<file path="config.mk">
export PLATFORM = sky130hd
export DESIGN_NAME = fblm_ctrl
export DESIGN_NICKNAME = d
export VERILOG_FILES = /design/src/hw/rtl/fblm_pkg.sv /design/src/hw/rtl/fblm_ctrl.sv
export SDC_FILE = /design/constraint.sdc
export NUM_CORES = 1
export LEC_CHECK = 0
export BUFFER_PORTS_ARGS = -buffer_cell sky130_fd_sc_hd__buf_2
export CAP_MARGIN = 40
export CORE_MARGIN = 8
export CORE_UTILIZATION = 55
export DETAILED_ROUTE_END_ITERATION = 16
export PLACE_DENSITY = 0.81
export SYNTH_ARGS = -nofsm -noshare
export SYNTH_HDL_FRONTEND = slang
export SYNTH_SLANG_ARGS = --single-unit
</file>
<file path="constraint.sdc">
create_clock -name clock -period 3.1 [get_ports clock]
set_input_delay 0.465 -clock clock [delete_from_list [all_inputs] [get_ports clock]]
set_output_delay 0.465 -clock clock [all_outputs]
set_load 0.1 [all_outputs]
</file>
<file path="src/hw/rtl/fblm_pkg.sv">
package fblm_pkg;

   localparam int PAGES      = 64;
   localparam int PAGE_W     = 6;
   localparam int BLOCKS     = 8;
   localparam int BLK_W      = 3;
   localparam int ADDR_W     = 9;
   localparam int STORE_LAST = 511;
   localparam int STORE_DEPTH = 512;
   localparam int SECT_W     = 24;
   localparam int DB_W       = 18;
   localparam int CNT_W      = 32;
   localparam int VIC_W      = 17;
   localparam int FVN_W      = 16;
   localparam int SEEN_CNT_W = 7;
   localparam int ENTRY_W    = 26;
   localparam int REQ_W      = 56;
   localparam int RSP_W      = 152;

   localparam logic [1:0] PG_FREE    = 2'd0;
   localparam logic [1:0] PG_INVALID = 2'd1;
   localparam logic [1:0] PG_VALID   = 2'd2;

   typedef enum logic [3:0] {
      ACT_ERASE, ACT_READ, ACT_WRITE, ACT_APPEND_BLK, ACT_APPEND_ANY,
      ACT_BLK_STATUS, ACT_STORE_STATUS, ACT_FIND_DATA, ACT_FIND_FREE,
      ACT_SEQ_TEST, ACT_SWITCH_MERGE, ACT_MERGE, ACT_FULL_MERGE, ACT_ADV_VICTIM
   } act_type;

   typedef enum logic [2:0] {
      MODE_PAGE, MODE_SCAN, MODE_FM_PAGE, MODE_FM_OUT, MODE_INVAL
   } mode_type;

   typedef struct packed {
      logic              load;
      logic              rd_en;
      logic [ADDR_W-1:0] addr;
      mode_type          mode;
      logic              wr_free;
      logic              seen_rd;
      logic [PAGE_W-1:0] seen_addr;
      logic              seen_add;
      logic              fin;
      logic              result;
   } cmd_type;

   typedef struct packed {
      logic [3:0]            act;
      logic [BLK_W-1:0]      blk;
      logic [PAGE_W-1:0]     off;
      logic                  page_valid;
      logic [SEEN_CNT_W-1:0] seen_cnt;
      logic                  rsp_busy;
      logic                  ev_write;
      logic                  ev_valid;
   } stat_type;

endpackage

</file>
<file path="src/hw/rtl/fblm_ctrl.sv">
module fblm_ctrl (
   input  logic               clock,
   input  logic               reset,
   input  logic               req_tvalid,
   output logic               req_tready,
   input  fblm_pkg::stat_type stat,
   output fblm_pkg::cmd_type  cmd
);

   typedef enum logic [4:0] {
      ST_CLEAR, ST_IDLE, ST_DISPATCH, ST_PAGE_E, ST_SCAN, ST_SCAN_E, ST_ERASE,
      ST_FM_PG, ST_FM_PG_E, ST_FM_SEEN, ST_FM_SEEN_E, ST_FM_ADD,
      ST_FM_OUT, ST_FM_OUT_E, ST_FM_INV, ST_FM_INV_E, ST_FINISH, ST_RESP
   } state_type;

   state_type                   state_ff, state_in;
   logic [fblm_pkg::ADDR_W-1:0] addr_ff, addr_in;
   logic [fblm_pkg::PAGE_W-1:0] pg_ff, pg_in, k_ff, k_in;
   logic                        store_ff, store_in;
   logic [fblm_pkg::PAGE_W-1:0] last_k;
   logic                        scan_last;

   assign last_k    = stat.seen_cnt[fblm_pkg::PAGE_W-1:0] - 1'b1;
   assign scan_last = store_ff ? (addr_ff == fblm_pkg::ADDR_W'(fblm_pkg::STORE_LAST))
                               : (addr_ff[fblm_pkg::PAGE_W-1:0] == '1);

   always_comb begin
      state_in = state_ff;
      addr_in  = addr_ff;
      pg_in    = pg_ff;
      k_in     = k_ff;
      store_in = store_ff;
      cmd      = '0;
      cmd.addr = addr_ff;
      unique case (state_ff)
         ST_CLEAR: begin
            cmd.wr_free = 1'b1;
            addr_in     = addr_ff + 1'b1;
            if (addr_ff == fblm_pkg::ADDR_W'(fblm_pkg::STORE_LAST)) begin
               state_in = ST_IDLE;
            end
         end
         ST_IDLE: begin
            if (req_tvalid) begin
               cmd.load = 1'b1;
               state_in = ST_DISPATCH;
            end
         end
         ST_DISPATCH: begin
            unique case (stat.act)
               fblm_pkg::ACT_READ, fblm_pkg::ACT_WRITE: begin
                  cmd.rd_en = 1'b1;
                  cmd.addr  = {stat.blk, stat.off};
                  cmd.mode  = fblm_pkg::MODE_PAGE;
                  state_in  = ST_PAGE_E;
               end
               fblm_pkg::ACT_APPEND_BLK, fblm_pkg::ACT_BLK_STATUS,
               fblm_pkg::ACT_SEQ_TEST: begin
                  addr_in  = {stat.blk, {fblm_pkg::PAGE_W{1'b0}}};
                  store_in = 1'b0;
                  state_in = ST_SCAN;
               end
               fblm_pkg::ACT_APPEND_ANY, fblm_pkg::ACT_STORE_STATUS,
               fblm_pkg::ACT_FIND_DATA, fblm_pkg::ACT_FIND_FREE: begin
                  addr_in  = '0;
                  store_in = 1'b1;
                  state_in = ST_SCAN;
               end
               fblm_pkg::ACT_ERASE, fblm_pkg::ACT_SWITCH_MERGE, fblm_pkg::ACT_MERGE: begin
                  addr_in  = {stat.blk, {fblm_pkg::PAGE_W{1'b0}}};
                  state_in = ST_ERASE;
               end
               fblm_pkg::ACT_FULL_MERGE: begin
                  pg_in    = '0;
                  state_in = ST_FM_PG;
               end
               default: state_in = ST_FINISH;
            endcase
         end
         ST_PAGE_E: state_in = ST_FINISH;
         ST_SCAN: begin
            cmd.rd_en = 1'b1;
            cmd.mode  = fblm_pkg::MODE_SCAN;
            addr_in   = addr_ff + 1'b1;
            if (scan_last) begin
               state_in = ST_SCAN_E;
            end
         end
         ST_SCAN_E: state_in = ST_FINISH;
         ST_ERASE: begin
            cmd.wr_free = 1'b1;
            addr_in     = addr_ff + 1'b1;
            if (addr_ff[fblm_pkg::PAGE_W-1:0] == '1) begin
               state_in = ST_FINISH;
            end
         end
         // full merge, first pass: gather distinct data blocks
         ST_FM_PG: begin
            cmd.rd_en = 1'b1;
            cmd.addr  = {stat.blk, pg_ff};
            cmd.mode  = fblm_pkg::MODE_FM_PAGE;
            state_in  = ST_FM_PG_E;
         end
         ST_FM_PG_E: begin
            if (stat.page_valid) begin
               k_in     = '0;
               state_in = (stat.seen_cnt == '0) ? ST_FM_ADD : ST_FM_SEEN;
            end else begin
               pg_in    = pg_ff + 1'b1;
               state_in = (pg_ff == '1) ? ST_FM_OUT : ST_FM_PG;
            end
         end
         ST_FM_SEEN: begin
            cmd.seen_rd   = 1'b1;
            cmd.seen_addr = k_ff;
            k_in          = k_ff + 1'b1;
            if (k_ff == last_k) begin
               state_in = ST_FM_SEEN_E;
            end
         end
         ST_FM_SEEN_E: state_in = ST_FM_ADD;
         ST_FM_ADD: begin
            cmd.seen_add = 1'b1;
            pg_in        = pg_ff + 1'b1;
            state_in     = (pg_ff == '1) ? ST_FM_OUT : ST_FM_PG;
         end
         // second pass: each valid sector is invalidated across the store
         ST_FM_OUT: begin
            cmd.rd_en = 1'b1;
            cmd.addr  = {stat.blk, pg_ff};
            cmd.mode  = fblm_pkg::MODE_FM_OUT;
            state_in  = ST_FM_OUT_E;
         end
         ST_FM_OUT_E, ST_FM_INV_E: begin
            if ((state_ff == ST_FM_OUT_E) && stat.page_valid) begin
               addr_in  = '0;
               state_in = ST_FM_INV;
            end else if (pg_ff == '1) begin
               addr_in  = {stat.blk, {fblm_pkg::PAGE_W{1'b0}}};
               state_in = ST_ERASE;
            end else begin
               pg_in    = pg_ff + 1'b1;
               state_in = ST_FM_OUT;
            end
         end
         ST_FM_INV: begin
            cmd.rd_en = 1'b1;
            cmd.mode  = fblm_pkg::MODE_INVAL;
            addr_in   = addr_ff + 1'b1;
            if (addr_ff == fblm_pkg::ADDR_W'(fblm_pkg::STORE_LAST)) begin
               state_in = ST_FM_INV_E;
            end
         end
         ST_FINISH: begin
            cmd.fin  = 1'b1;
            state_in = ST_RESP;
         end
         ST_RESP: begin
            if (!stat.rsp_busy) begin
               cmd.result = 1'b1;
               state_in   = ST_IDLE;
            end
         end
         default: state_in = ST_IDLE;
      endcase
   end

   always_ff @(posedge clock) begin
      if (reset) begin
         state_ff <= ST_CLEAR;
         addr_ff  <= '0;
         pg_ff    <= '0;
         k_ff     <= '0;
         store_ff <= 1'b0;
      end else begin
         state_ff <= state_in;
         addr_ff  <= addr_in;
         pg_ff    <= pg_in;
         k_ff     <= k_in;
         store_ff <= store_in;
      end
   end

   assign req_tready = (state_ff == ST_IDLE);

endmodule

</file>
# Yosys cells after proc, flatten, opt, wreduce, memory -nomap -nowiden
# Cells that the tools add are included.
[totals]
elab_cells = 120
out_inout_bits = 26
ff_bits = 27
inputBits = 27
[op_classes]
addsub = 4
reduce_logical = 25
n_eq_ne = 47
muxes = 39
[op_table]
columns = ["operator", "n"]
rows = [
  ["$pmux 5 s16", 1],
  ["$eq 5x4->1 const B", 8],
  ["$pmux 9 s2", 2],
  ["$mux 5", 7],
  ["$mux 6", 5],
  ["$pmux 9 s3", 1],
  ["$pmux 6 s4", 1],
  ["$ne 2x2->1 const B", 11],
  ["$eq 4x4->1 const B", 5],
  ["$eq 5x3->1 const B", 4],
  ["$pmux 5 s4", 1],
  ["$mux 9", 2],
  ["$eq 4x3->1 const B", 4],
  ["$mux 4", 4],
  ["$pmux 3 s5", 1],
  ["$mux 13", 1],
  ["$add 6x1->6 const B", 2],
  ["$eq 6x6->1 const B", 2],
  ["$pmux 6 s2", 1],
  ["$reduce_or 4->1", 3],
  ["$eq 5x2->1 const B", 2],
  ["$eq 5x5->1 const B", 2],
  ["$reduce_or 2->1", 5],
  ["$add 9x1->9 const B", 1],
  ["other kinds (27)", 39],
]

# Logic depth before layout (Yosys ltp)
# Gate-level depths: netlist of run 1.
[logic_depth]
word_depth = 4
depth_mapped = 9
mapped_depth_nobuf = 9

# Least setup slack after synthesis of run 1
# No wires, ideal clock.
[synth_path]
kind = "register to output"
start = "register state_ff[1]"
end = "output cmd[20] in the netlist's numbering"
path_stages_with_launch = 8
t_required_ns = 2.635
arrival_ns = 3.808
setup_slack_ns = -1.173
cell_sequence = "dfxtp_1 -> buf_2 -> and2_1 -> mux2i_1 -> nor3b_2 -> nor2_2 -> buf_6 -> o21ai_1"
[synth_rtl]
columns = ["item", "line_no", "rtl"]
rows = [
  ["start, declared", "fblm_ctrl.sv:16", "state_type state_ff, state_in;"],
  ["start signal, assigned", "fblm_ctrl.sv:176", "state_ff <= state_in;"],
  ["end, declared", "fblm_ctrl.sv:7", "output fblm_pkg::cmd_type cmd"],
]

==> metrics.log, run 1 <==
[metrics] kind of start point of the critical path: flip-flop
[metrics] multi-input combinational cell area: 1700 sq um
[metrics] setup repair after global routing missed its margin: false
[metrics] Setup Viol. Count Final: 0
[metrics] initial antenna violation count: 0
[metrics] I/O pin cnt: 53
[metrics] placed instance area: 2680 sq um
[metrics] maximum number of pins on one net before global-route repair: 25
[metrics] Max-cap violations: 0
[metrics] hold_buf cts: 0
[metrics] simple logic cell fraction of the synthesized area: 0.367
[metrics] fraction of registers with async set/reset: 0
[metrics] top fanout value on the critical path: 11
[metrics] number of nets with antenna violations after detailed routing: 0
[metrics] leakage power: 1.18 nW
[metrics] share of the synthesized area in compound gates (AO/OA/AOI/OAI): 0.234
[metrics] number of remaining DRC errors: 0
[metrics] ys flop type: dfxtp_1
[metrics] final standard cell area without fillers: 2730 sq um
[metrics] maximum clock insertion buffer count: 2
[metrics] total detailed-routing wirelength: 6.27 mm
[metrics] number of filler instances in the final layout: 394
[metrics] layout cells sized above 1: 0.203
[metrics] number of detailed-route iterations in the first pass: 5
[metrics] Crit path required time: 2.63 ns
[metrics] post-synthesis net count: 367
[metrics] total count of max-transition violations in the final report: 0
[metrics] floorplan die width: 81.5 um
[metrics] final hold violation count: 0
[metrics] total standard cell area after synthesis: 2360 sq um
[metrics] buffers inserted by post-CTS timing repair: 0
[metrics] routed length per placed instance: 14.7 um
[metrics] CTS buffer count: 3
[metrics] area share of the largest cell type after synthesis: 0.229
[metrics] number of non-filler instances in the completed layout: 427
[metrics] biggest area consumer among synthesized cells: dfxtp_1
[metrics] shortest clock period the worst path allows after layout: 2.84 ns
[metrics] vias per cell: 6.00
[metrics] Setup TNS: 0 ns
[metrics] main combinational cell family by area after synthesis: simple AND/OR/NAND/NOR gates
[metrics] fraction of synthesized cell area in xor and xnor cells: 0.0594
[metrics] mux contribution to synthesized area: 0.0244
[metrics] endpoint class of the critical path: output port
[metrics] final clock skew: 0.00791 ns
[metrics] GP Congestion: 0.917
[metrics] most common cell after layout, fill and taps aside: buf_2
[metrics] floorplan die area: 6640 sq um
[metrics] most area-consuming cells after synthesis: dfxtp_1 (23%), nor2_1 (6.7%), nand2_1 (5.7%), a21oi_1 (4.9%), xor2_1 (4.1%)
[metrics] clock slew seen by the registers of the worst setup and hold paths: 0.11 ns
[metrics] Hold/Removal Path Class: reg -> reg
[metrics] count of instances resized after the clock tree is built: 0
[metrics] Storage cell area: 542 sq um
[metrics] post-synthesis sequential area ratio: 0.229
[metrics] PD cells: 717 nW/um^2
[metrics] H-tree depth: 1
[metrics] Tcrit/Tclk final: 0.918
[metrics] vias in the first global route: 2442
[metrics] number of vias in the routed layout: 2560
[metrics] number of warnings issued by yosys: 0
[metrics] core area: 4230 sq um
[metrics] count of antenna diodes in the layout: 0
[metrics] most frequent cells in the layout: buf_2 (48), nor2_1 (41), nand2_1 (36)
[metrics] First DRT Iteration DRCs: 197
[metrics] synthesized area per cell: 7.04 sq um
[metrics] Site Rows: 24
[metrics] highest clock rate: 352 MHz
[metrics] Remaining Overflow, GRT: 0
[metrics] initial core utilization: 0.557
[metrics] height of the die: 81.5 um
[metrics] final net count: 408
[metrics] arrival time worst endpoint: 2.38 ns
[metrics] clock root buffer: clkbuf_8
[metrics] clock latency at the later pin of the worst-skew pair: 0.28 ns
[metrics] wire length of the first global-routing pass: 10.8 mm
[metrics] adder-cell share of the synthesized area: 0.0265
[metrics] number of enable flip-flop cells after synthesis: 0
[metrics] aggregate global-route resource usage: 0.195
[metrics] number of buffers added on ports: 50
[metrics] worst vdd ir: 0.723 mV
[metrics] signed area change from the synthesized netlist to the final layout: 15.5%
[metrics] Setup Crit Path Kind: reg -> out
[metrics] cell total after placement: 423
[metrics] Final HPWL DP: 4.83 mm
[metrics] clock sink total: 27
[metrics] remaining max-slew budget at the tightest pin: 0.570
[metrics] synthesized flop and latch total: 27
[metrics] outcome: finished, final reports clean
[metrics] Worst Tran Pin Value: 0.639 ns
[metrics] clock tree from TritonCTS: built
[metrics] distinct cell type count after synthesis: 56
[metrics] number of instances in the synthesized netlist: 335
## where the power goes
group / switching, mW / internal, mW / total (mW)
registers: 0.0571 / 0.395 / 0.452
logic: 0.906 / 0.379 / 1.29
clock network: 0.124 / 0.0915 / 0.216
total: 1.09 / 0.866 / 1.95
## through the flow
stage	hold slack (ns)	setup slack [ns]	utilization	total power, mW
floorplan	0.457	-0.112	-	1.47
global placement	0.478	0.558	0.632	1.72
detailed placement	0.486	0.530	0.632	1.74
CTS	0.500	0.254	0.644	1.95
global route	0.537	0.0931	0.644	2.06
finish	0.498	0.255	0.644	1.95
## registers in the layout (all words and copies together) (netlist names)
name      cells
addr_ff       9
k_ff          6
pg_ff         6
state_ff      5
store_ff      1
## synth_stat cells, drive strengths merged (8+ instances only)
master	instances
and2	13
a22oi	9
nor3	15
nand2	36
inv	10
dfxtp	27
nand3	13
o21ai	22
clkbuf	11
xor2	11
a21oi	23
buf	10
nand3b	8
nor2	44
## final timing paths
path                from     endpoint  slack [ns]  cells past startpoint
max          state_ff[0]      cmd[23]        0.26                      6
min             pg_ff[1]     pg_ff[1]        0.50                      2
max reg2reg   addr_ff[0]  state_ff[0]        0.56                      9
min reg2reg     pg_ff[1]     pg_ff[1]        0.50                      2
## cells by family after synthesis
family                     Yosys count
DFF                                 27
xor gates and xnor gates            16
muxes                                5
and+or+nand+nor                    164
buffers and inverters               31
adders and majority gates            5
AOI/OAI and AO/OA                   87
## per-layer routing
layer,routed length (um),GRT usage
met5,0,0
met1,2780,0.250
met2,3030,0.333
met4,93,0.0518
met3,355,0.0295
## worst max-delay path: stages (launching register included)
cell	delay (ns)
dfxtp_1	0.37
or3b_4	0.44
or3_4	0.39
nor2_8	0.17
nor2_2	0.13
nand3b_1	0.15
buf_2	0.44
## cell type report
| class | count | share of cell area |
|---|---|---|
| clock buffer | 3 | 0.0152 |
| clock inverter | 1 | 0.00275 |
| inverter | 10 | 0.0138 |
| multi-input combinational | 277 | 0.624 |
| sequential | 27 | 0.199 |
| tap | 52 | 0.0239 |
| timing repair buffer | 57 | 0.122 |
(Power assumes the default switching activity.)
==> run 2, diff against run 1 <==
==> constraint.sdc (replaced) <==
create_clock -name clock -period 3.1 [get_ports clock]
set_input_delay 0.31 -clock clock [delete_from_list [all_inputs] [get_ports clock]]
set_output_delay 0.31 -clock clock [all_outputs]
set_load 0.1 [all_outputs]
==> run 2 against run 1 <==
  * Core utilization shrank 0.92 points
  * First-iteration DRC count up 48%
  * Critical path depth unchanged
  * Clock-buffer cell count unchanged
  * Via count down 1.9%
  * Clock power is 2% lower
  * Sequential share of layout area is 0.24 points higher
  * Flip-flop and latch count unchanged
  * Register-to-register slack gained 0.06 ns
  * Critical path type unchanged
  * Largest cell class unchanged
  * Largest power group unchanged
  * Highest routed layer unchanged
==> metrics.log, run 2 (same netlist as run 1, synthesis figures left out) <==
[metrics] setup repair after global routing missed its margin: false
[metrics] count of instances resized after the clock tree is built: 0 (unchanged)
[metrics] Post-Place Worst Slack: 0.598 ns (+0.0675 ns)
[metrics] number of nets with antenna violations after detailed routing: 0 (unchanged)
[metrics] Setup Viol. Count Final: 0 (unchanged)
[metrics] Worst Tran Pin Value: 0.617 ns (-0.0212 ns)
[metrics] Hold/Removal Path Class: in -> reg
[metrics] clock slew seen by the registers of the worst setup and hold paths: 0.10 ns (about the same)
[metrics] wire length of the first global-routing pass: 10.3 mm (-4.9%)
[metrics] final hold violation count: 0 (unchanged)
[metrics] multi-input combinational cell area: 1700 sq um (unchanged)
[metrics] initial antenna violation count: 0 (unchanged)
[metrics] height of the die: 81.5 um (unchanged)
[metrics] Setup Crit Path Kind: reg -> out
[metrics] final net count: 407 (-0.25%)
[metrics] First DRT Iteration DRCs: 291 (+48%)
[metrics] most common cell after layout, fill and taps aside: buf_2
[metrics] core area: 4230 sq um (unchanged)
[metrics] Site Rows: 24 (unchanged)
[metrics] vias per cell: 5.89 (-1.7%)
[metrics] GP Congestion: 0.912 (-0.55%)
[metrics] CTS buffer count: 3 (unchanged)
[metrics] number of detailed-route iterations in the first pass: 4 (-1)
[metrics] number of flip-flops in the largest register: 9 (unchanged)
[metrics] clock sink total: 27 (unchanged)
[metrics] worst setup margin: 0.273 ns (+0.0174 ns)
[metrics] overall power after layout: 1.89 mW (-3.1%)
[metrics] Tcrit/Tclk final: 0.912 (-0.00561)
[metrics] top fanout value on the critical path: 11 (unchanged)
[metrics] number of filler instances in the final layout: 414 (+5.1%)
[metrics] beginning of the critical path: state_ff[0]
[metrics] worst hold start: stat[2]
[metrics] count of antenna diodes in the layout: 0 (unchanged)
[metrics] hold_buf cts: 0 (unchanged)
[metrics] startpoint of the worst register-to-register path: addr_ff[0]
[metrics] register bank with the most flops: addr_ff
[metrics] PD cells: 705 nW/um^2 (-1.7%)
[metrics] Crit path required time: 2.79 ns (+0.16 ns)
[metrics] aggregate global-route resource usage: 0.187 (-0.00863)
[metrics] floorplan die area: 6640 sq um (unchanged)
[metrics] Final HPWL DP: 4.73 mm (-2.0%)
[metrics] arrival time worst endpoint: 2.52 ns (+0.14 ns)
[metrics] signed area change from the synthesized netlist to the final layout: 13.9%
[metrics] Max-cap violations: 0 (unchanged)
[metrics] buffers inserted by post-CTS timing repair: 0 (unchanged)
[metrics] Remaining Overflow, GRT: 0 (unchanged)
[metrics] leakage power: 1.17 nW (-1.1%)
[metrics] final clock skew: 0.00678 ns (-0.00113 ns)
[metrics] floorplan die width: 81.5 um (unchanged)
[metrics] clock tree from TritonCTS: built
[metrics] highest clock rate: 354 MHz (+0.62%)
[metrics] top flop regs: addr_ff: 9 flops, k_ff: 6 flops, pg_ff: 6 flops
[metrics] cell total after placement: 422 (-0.24%)
[metrics] Setup TNS: 0 ns (unchanged)
[metrics] Storage cell area: 541 sq um (-0.23%)
[metrics] maximum clock insertion buffer count: 2 (unchanged)
[metrics] H-tree depth: 1 (unchanged)
[metrics] number of vias in the routed layout: 2511 (-1.9%)
[metrics] shortest clock period the worst path allows after layout: 2.83 ns (-0.0174 ns)
[metrics] placed instance area: 2640 sq um (-1.4%)
[metrics] outcome: finished, final reports clean
[metrics] I/O pin cnt: 53 (unchanged)
[metrics] total count of max-transition violations in the final report: 0 (unchanged)
[metrics] initial core utilization: 0.557 (unchanged)
[metrics] number of non-filler instances in the completed layout: 426 (-0.23%)
[metrics] number of remaining DRC errors: 0 (unchanged)
[metrics] number of buffers added on ports: 50 (unchanged)
[metrics] kind of start point of the critical path: flip-flop
[metrics] vias in the first global route: 2339 (-4.2%)
[metrics] worst vdd ir: 0.494 mV (-32%)
[metrics] most frequent cells in the layout: buf_2 (50), nor2_1 (41), nand2_1 (36)
[metrics] clock root buffer: clkbuf_8
[metrics] layout cells sized above 1: 0.198 (-0.00481)
[metrics] endpoint class of the critical path: output port
[metrics] routed length per placed instance: 14.6 um (-0.23%)
[metrics] remaining max-slew budget at the tightest pin: 0.585 (+0.0143)
[metrics] clock latency at the later pin of the worst-skew pair: 0.28 ns (about the same)
[metrics] total detailed-routing wirelength: 6.24 mm (-0.46%)
[metrics] final standard cell area without fillers: 2690 sq um (-1.4%)
[metrics] maximum number of pins on one net before global-route repair: 25 (unchanged)
[run 2: cell types whose count changed in the layout (fill, tap and decap cells not counted)]
| cell | delta |
|---|---|
| buf_12 | -2 |
| buf_4 | -1 |
| buf_2 | +2 |
| dfxtp_1 | +1 |
| dfxtp_2 | -1 |
[run 2: cell type report]
type                            instances  area share
Timing Repair Buffer                   56       0.110
Clock inverter                          1     0.00279
Inverter                               10      0.0140
Sequential cell                        27       0.201
Multi-Input combinational cell        277       0.633
Clock buffer                            3      0.0154
Tap cell                               52      0.0242
[run 2: metal layers]
layer  GRT usage  up-vias  share of wire
met5           0        -              0
met1       0.242     1159           0.45
met4      0.0571        0         0.0095
li1            -     1277              -
met2       0.309       67           0.49
met3      0.0306        8          0.050
[run 2: worst max-delay path, cell delays in order (launching register included)]
cell and delay [ns]:
dfxtp_1 0.42, or3b_4 0.46, or3_4 0.39, nor2_8 0.17, nor2_2 0.13, mux2_1 0.24
buf_2 0.42
[run 2: worst paths after layout]
kind,endpoint,slack [ns],cells after the start
setup / recovery,cmd[22],0.27,6
hold / removal,state_ff[4],0.37,3
setup reg to reg,state_ff[1],0.62,9
hold reg to reg,pg_ff[1],0.49,2
[run 2: where the power goes]
part | internal [mW] | switching, mW | total (mW)
registers | 0.394 | 0.0706 | 0.465
logic | 0.335 | 0.881 | 1.22
clock network | 0.0915 | 0.121 | 0.212
[run 2: per-stage QoR]
stage          hold WS, ns   util
2_1_floorplan        0.389      -
3_3_place_gp         0.482  0.623
3_5_place_dp         0.483  0.623
4_1_cts              0.372  0.634
5_1_grt              0.409  0.634
6_report             0.373  0.634
==> run 3, diff against run 2 <==
- CELL_PAD_IN_SITES_DETAIL_PLACEMENT: not set -> 1
- CELL_PAD_IN_SITES_GLOBAL_PLACEMENT: not set -> 1
- CORE_ASPECT_RATIO: not set -> 0.5
- CORE_UTILIZATION: 55 -> 35
- PLACE_DENSITY: 0.81 -> not set
- PLACE_DENSITY_LB_ADDON: not set -> 0.1
- clock period: 3.1 -> 2.4 ns (I/O delays scaled with it)
==> run 3 against run 2 <==
  * Via count up 8.3%
  * Sequential share of layout area decreased by 4.1 points
  * Critical path depth is the same
  * Die area rose by 47%
  * Final area grew 28%
  * Critical endpoint is now cmd[21]
  * Global-route usage decreased by 1.3 points
  * Sequential power grew 26%
==> metrics.log, run 3 (same netlist as run 1, synthesis figures left out) <==
[metrics] total count of max-transition violations in the final report: 0 (unchanged)
[metrics] CTS buffer count: 3 (unchanged)
[metrics] initial core utilization: 0.358 (-0.199)
[metrics] worst hold start: stat[2]
[metrics] Post-Place Worst Slack: 0.0166 ns (-0.581 ns)
[metrics] internal reg-to-reg setup slack: 0.14 ns (-0.48 ns)
[metrics] routing usage on met1: 0.212 (-0.0298)
[metrics] leakage power: 1.38 nW (+18%)
[metrics] final clock skew: 0.00260 ns (-0.00417 ns)
[metrics] H-tree depth: 1 (unchanged)
[metrics] most frequent cells in the layout: nor2_1 (38), buf_2 (32), buf_4 (26)
[metrics] vias in the first global route: 2854 (+22%)
[metrics] highest clock rate: 425 MHz
[metrics] top flop regs: addr_ff: 9 flops, k_ff: 6 flops, pg_ff: 6 flops
[metrics] GP Congestion: 0.880 (-3.6%)
[metrics] Critical Path Max Stage Delay: 0.40 ns (-0.06 ns)
[metrics] number of vias in the routed layout: 2720 (+8.3%)
[metrics] core area: 6600 sq um (+56%)
[metrics] First DRT Iteration DRCs: 98 (-66%)
[metrics] Max-cap violations: 0 (unchanged)
[metrics] layout cells sized above 1: 0.334 (+0.136)
[metrics] floorplan die area: 9780 sq um (+47%)
[metrics] number of detailed-route iterations in the first pass: 4 (unchanged)
[metrics] CP max stage cell: or3b_4
[metrics] setup repair after global routing missed its margin: false
[metrics] worst setup margin: 0.0472 ns (-0.225 ns)
[metrics] clock root buffer: clkbuf_16
[metrics] aggregate global-route resource usage: 0.174 (-0.0127)
[metrics] number of filler instances in the final layout: 817 (+97%)
[metrics] Crit path max-delay family: simple AND/OR/NAND/NOR gates
[metrics] final cell utilization of the core: 0.521 (-0.113)
[metrics] floorplan die width: 132 um (+62%)
[metrics] count of antenna diodes in the layout: 0 (unchanged)
[metrics] total detailed-routing wirelength: 8.55 mm (+37%)
[metrics] Setup Crit Path Kind: reg -> out
[metrics] worst hold endpoint: state_ff[4]
[metrics] wire length of the first global-routing pass: 14.2 mm (+38%)
[metrics] clock slew seen by the registers of the worst setup and hold paths: 0.08 ns (-0.02 ns)
[metrics] multi-input combinational cell area: 1920 sq um (+13%)
[metrics] Stages on worst setup path: 6 (unchanged)
[metrics] Final HPWL DP: 6.70 mm (+42%)
[metrics] FF-to-FF path depth: 10 (+1)
[metrics] Site Rows: 21 (-13%)
[metrics] Worst Tran Pin Value: 0.611 ns (-0.00670 ns)
[metrics] number of flip-flops in the largest register: 9 (unchanged)
[metrics] maximum clock insertion buffer count: 2 (unchanged)
[metrics] Crit path required time: 2.16 ns (-0.63 ns)
[metrics] vias per cell: 5.59 (-5.2%)
[metrics] CP bufs+invs: 1 (unchanged)
[metrics] Post-Route Hold Slack: 0.303 ns (-0.0692 ns)
[metrics] number of remaining DRC errors: 0 (unchanged)
[metrics] number of nets with antenna violations after detailed routing: 0 (unchanged)
[metrics] signed area change from the synthesized netlist to the final layout: 45.8%
[metrics] register bank with the most flops: addr_ff
[metrics] Global Route met3 Usage: 0.0445 (+0.0138)
[metrics] height of the die: 74.0 um (-9.1%)
[metrics] number of buffers added on ports: 50 (unchanged)
[metrics] clock sink total: 27 (unchanged)
[metrics] endpoint class of the critical path: output port
[metrics] endpoint of the worst-slack reg-to-reg timing path: state_ff[1]
[metrics] worst vdd ir: 0.472 mV (-4.4%)
[metrics] outcome: finished, final reports clean
[metrics] Setup Viol. Count Final: 0 (unchanged)
[metrics] PD cells: 883 nW/um^2 (+25%)
[metrics] remaining max-slew budget at the tightest pin: 0.589 (+0.00451)
[metrics] global routing usage on met2: 0.309 (about the same)
[metrics] Hold/Removal Path Class: in -> reg
[metrics] Hold Crit Depth: 3 (unchanged)
[metrics] beginning of the critical path: state_ff[0]
[metrics] final hold violation count: 0 (unchanged)
[metrics] I/O pin cnt: 53 (unchanged)
[metrics] Tcrit/Tclk final: 0.980
[metrics] clock latency at the later pin of the worst-skew pair: 0.27 ns (about the same)
[metrics] shortest clock period the worst path allows after layout: 2.35 ns
[metrics] initial antenna violation count: 0 (unchanged)
[metrics] top fanout value on the critical path: 7 (-4)
[metrics] busiest metal layer after global routing: met2
[metrics] most common cell after layout, fill and taps aside: nor2_1
[metrics] ordered cell list for the critical path: or3b_4, or3_4, nor2_8, nor2_4, mux2_4, buf_12
[metrics] cell total after placement: 479 (+14%)
[metrics] maximum number of pins on one net before global-route repair: 25 (unchanged)
[metrics] kind of start point of the critical path: flip-flop
[metrics] Storage cell area: 551 sq um (+1.9%)
[metrics] arrival time worst endpoint: 2.11 ns (-0.41 ns)
[metrics] final net count: 428 (+5.2%)
[metrics] number of non-filler instances in the completed layout: 487 (+14%)
[metrics] routed length per placed instance: 17.6 um (+20%)
[metrics] Remaining Overflow, GRT: 0 (unchanged)
[metrics] startpoint of the worst register-to-register path: addr_ff[1]
[metrics] clock tree from TritonCTS: built
## run 3: tightest hold or removal path, stage by stage
cell and delay [ns]:
buf_2 0.11, nand4_1 0.11, a21oi_1 0.07
## run 3: through the flow
| stage | setup TNS [ns] | power [mW] | area (sq um) |
|---|---|---|---|
| after floorplan | -2.52 | 2.00 | 2590 |
| after global placement | 0 | 2.51 | 3280 |
| after detailed placement | 0 | 2.57 | 3280 |
| after CTS | 0 | 3.03 | 3420 |
| after global routing | 0 | 3.20 | 3440 |
| final | 0 | 3.04 | 3440 |
## run 3: cell type report
cell class                 count  share of cell area
multi-input combinational    277               0.559
timing repair buffer          77               0.213
sequential                    27               0.160
tap                           92              0.0335
clock buffer                   3              0.0218
inverter                      10              0.0109
clock inverter                 1             0.00218
## run 3: how the worst max path moves through the flow
stage                   to  slack, ns
5_1_grt            cmd[21]       0.01
4_1_cts        state_ff[1]       0.01
3_5_place_dp   state_ff[1]       0.02
3_3_place_gp   state_ff[1]       0.10
6_report           cmd[21]       0.05
2_1_floorplan      cmd[20]      -0.72
## run 3: power breakdown
group          total, mW  internal [mW]  leakage (nW)  switching (mW)
combinational       2.04          0.714          1.12            1.33
sequential         0.588          0.518         0.221          0.0706
clock              0.408          0.227        0.0371           0.180
## run 3: timing repair
action | in CTS | in global routing
buffers inserted | 4 | 0
gates resized for setup | 8 | 5
pin swaps | 2 | 2
hold buffers | 0 | 0
hold endpoints to repair | 0 | 0
endpoints found under the setup margin | 16 | 17
## run 3: routing by layer
metal,vias up,wire length (um)
li1,1323,-
met1,1320,3920
met2,67,4030
met3,10,469
met4,0,127
met5,-,0
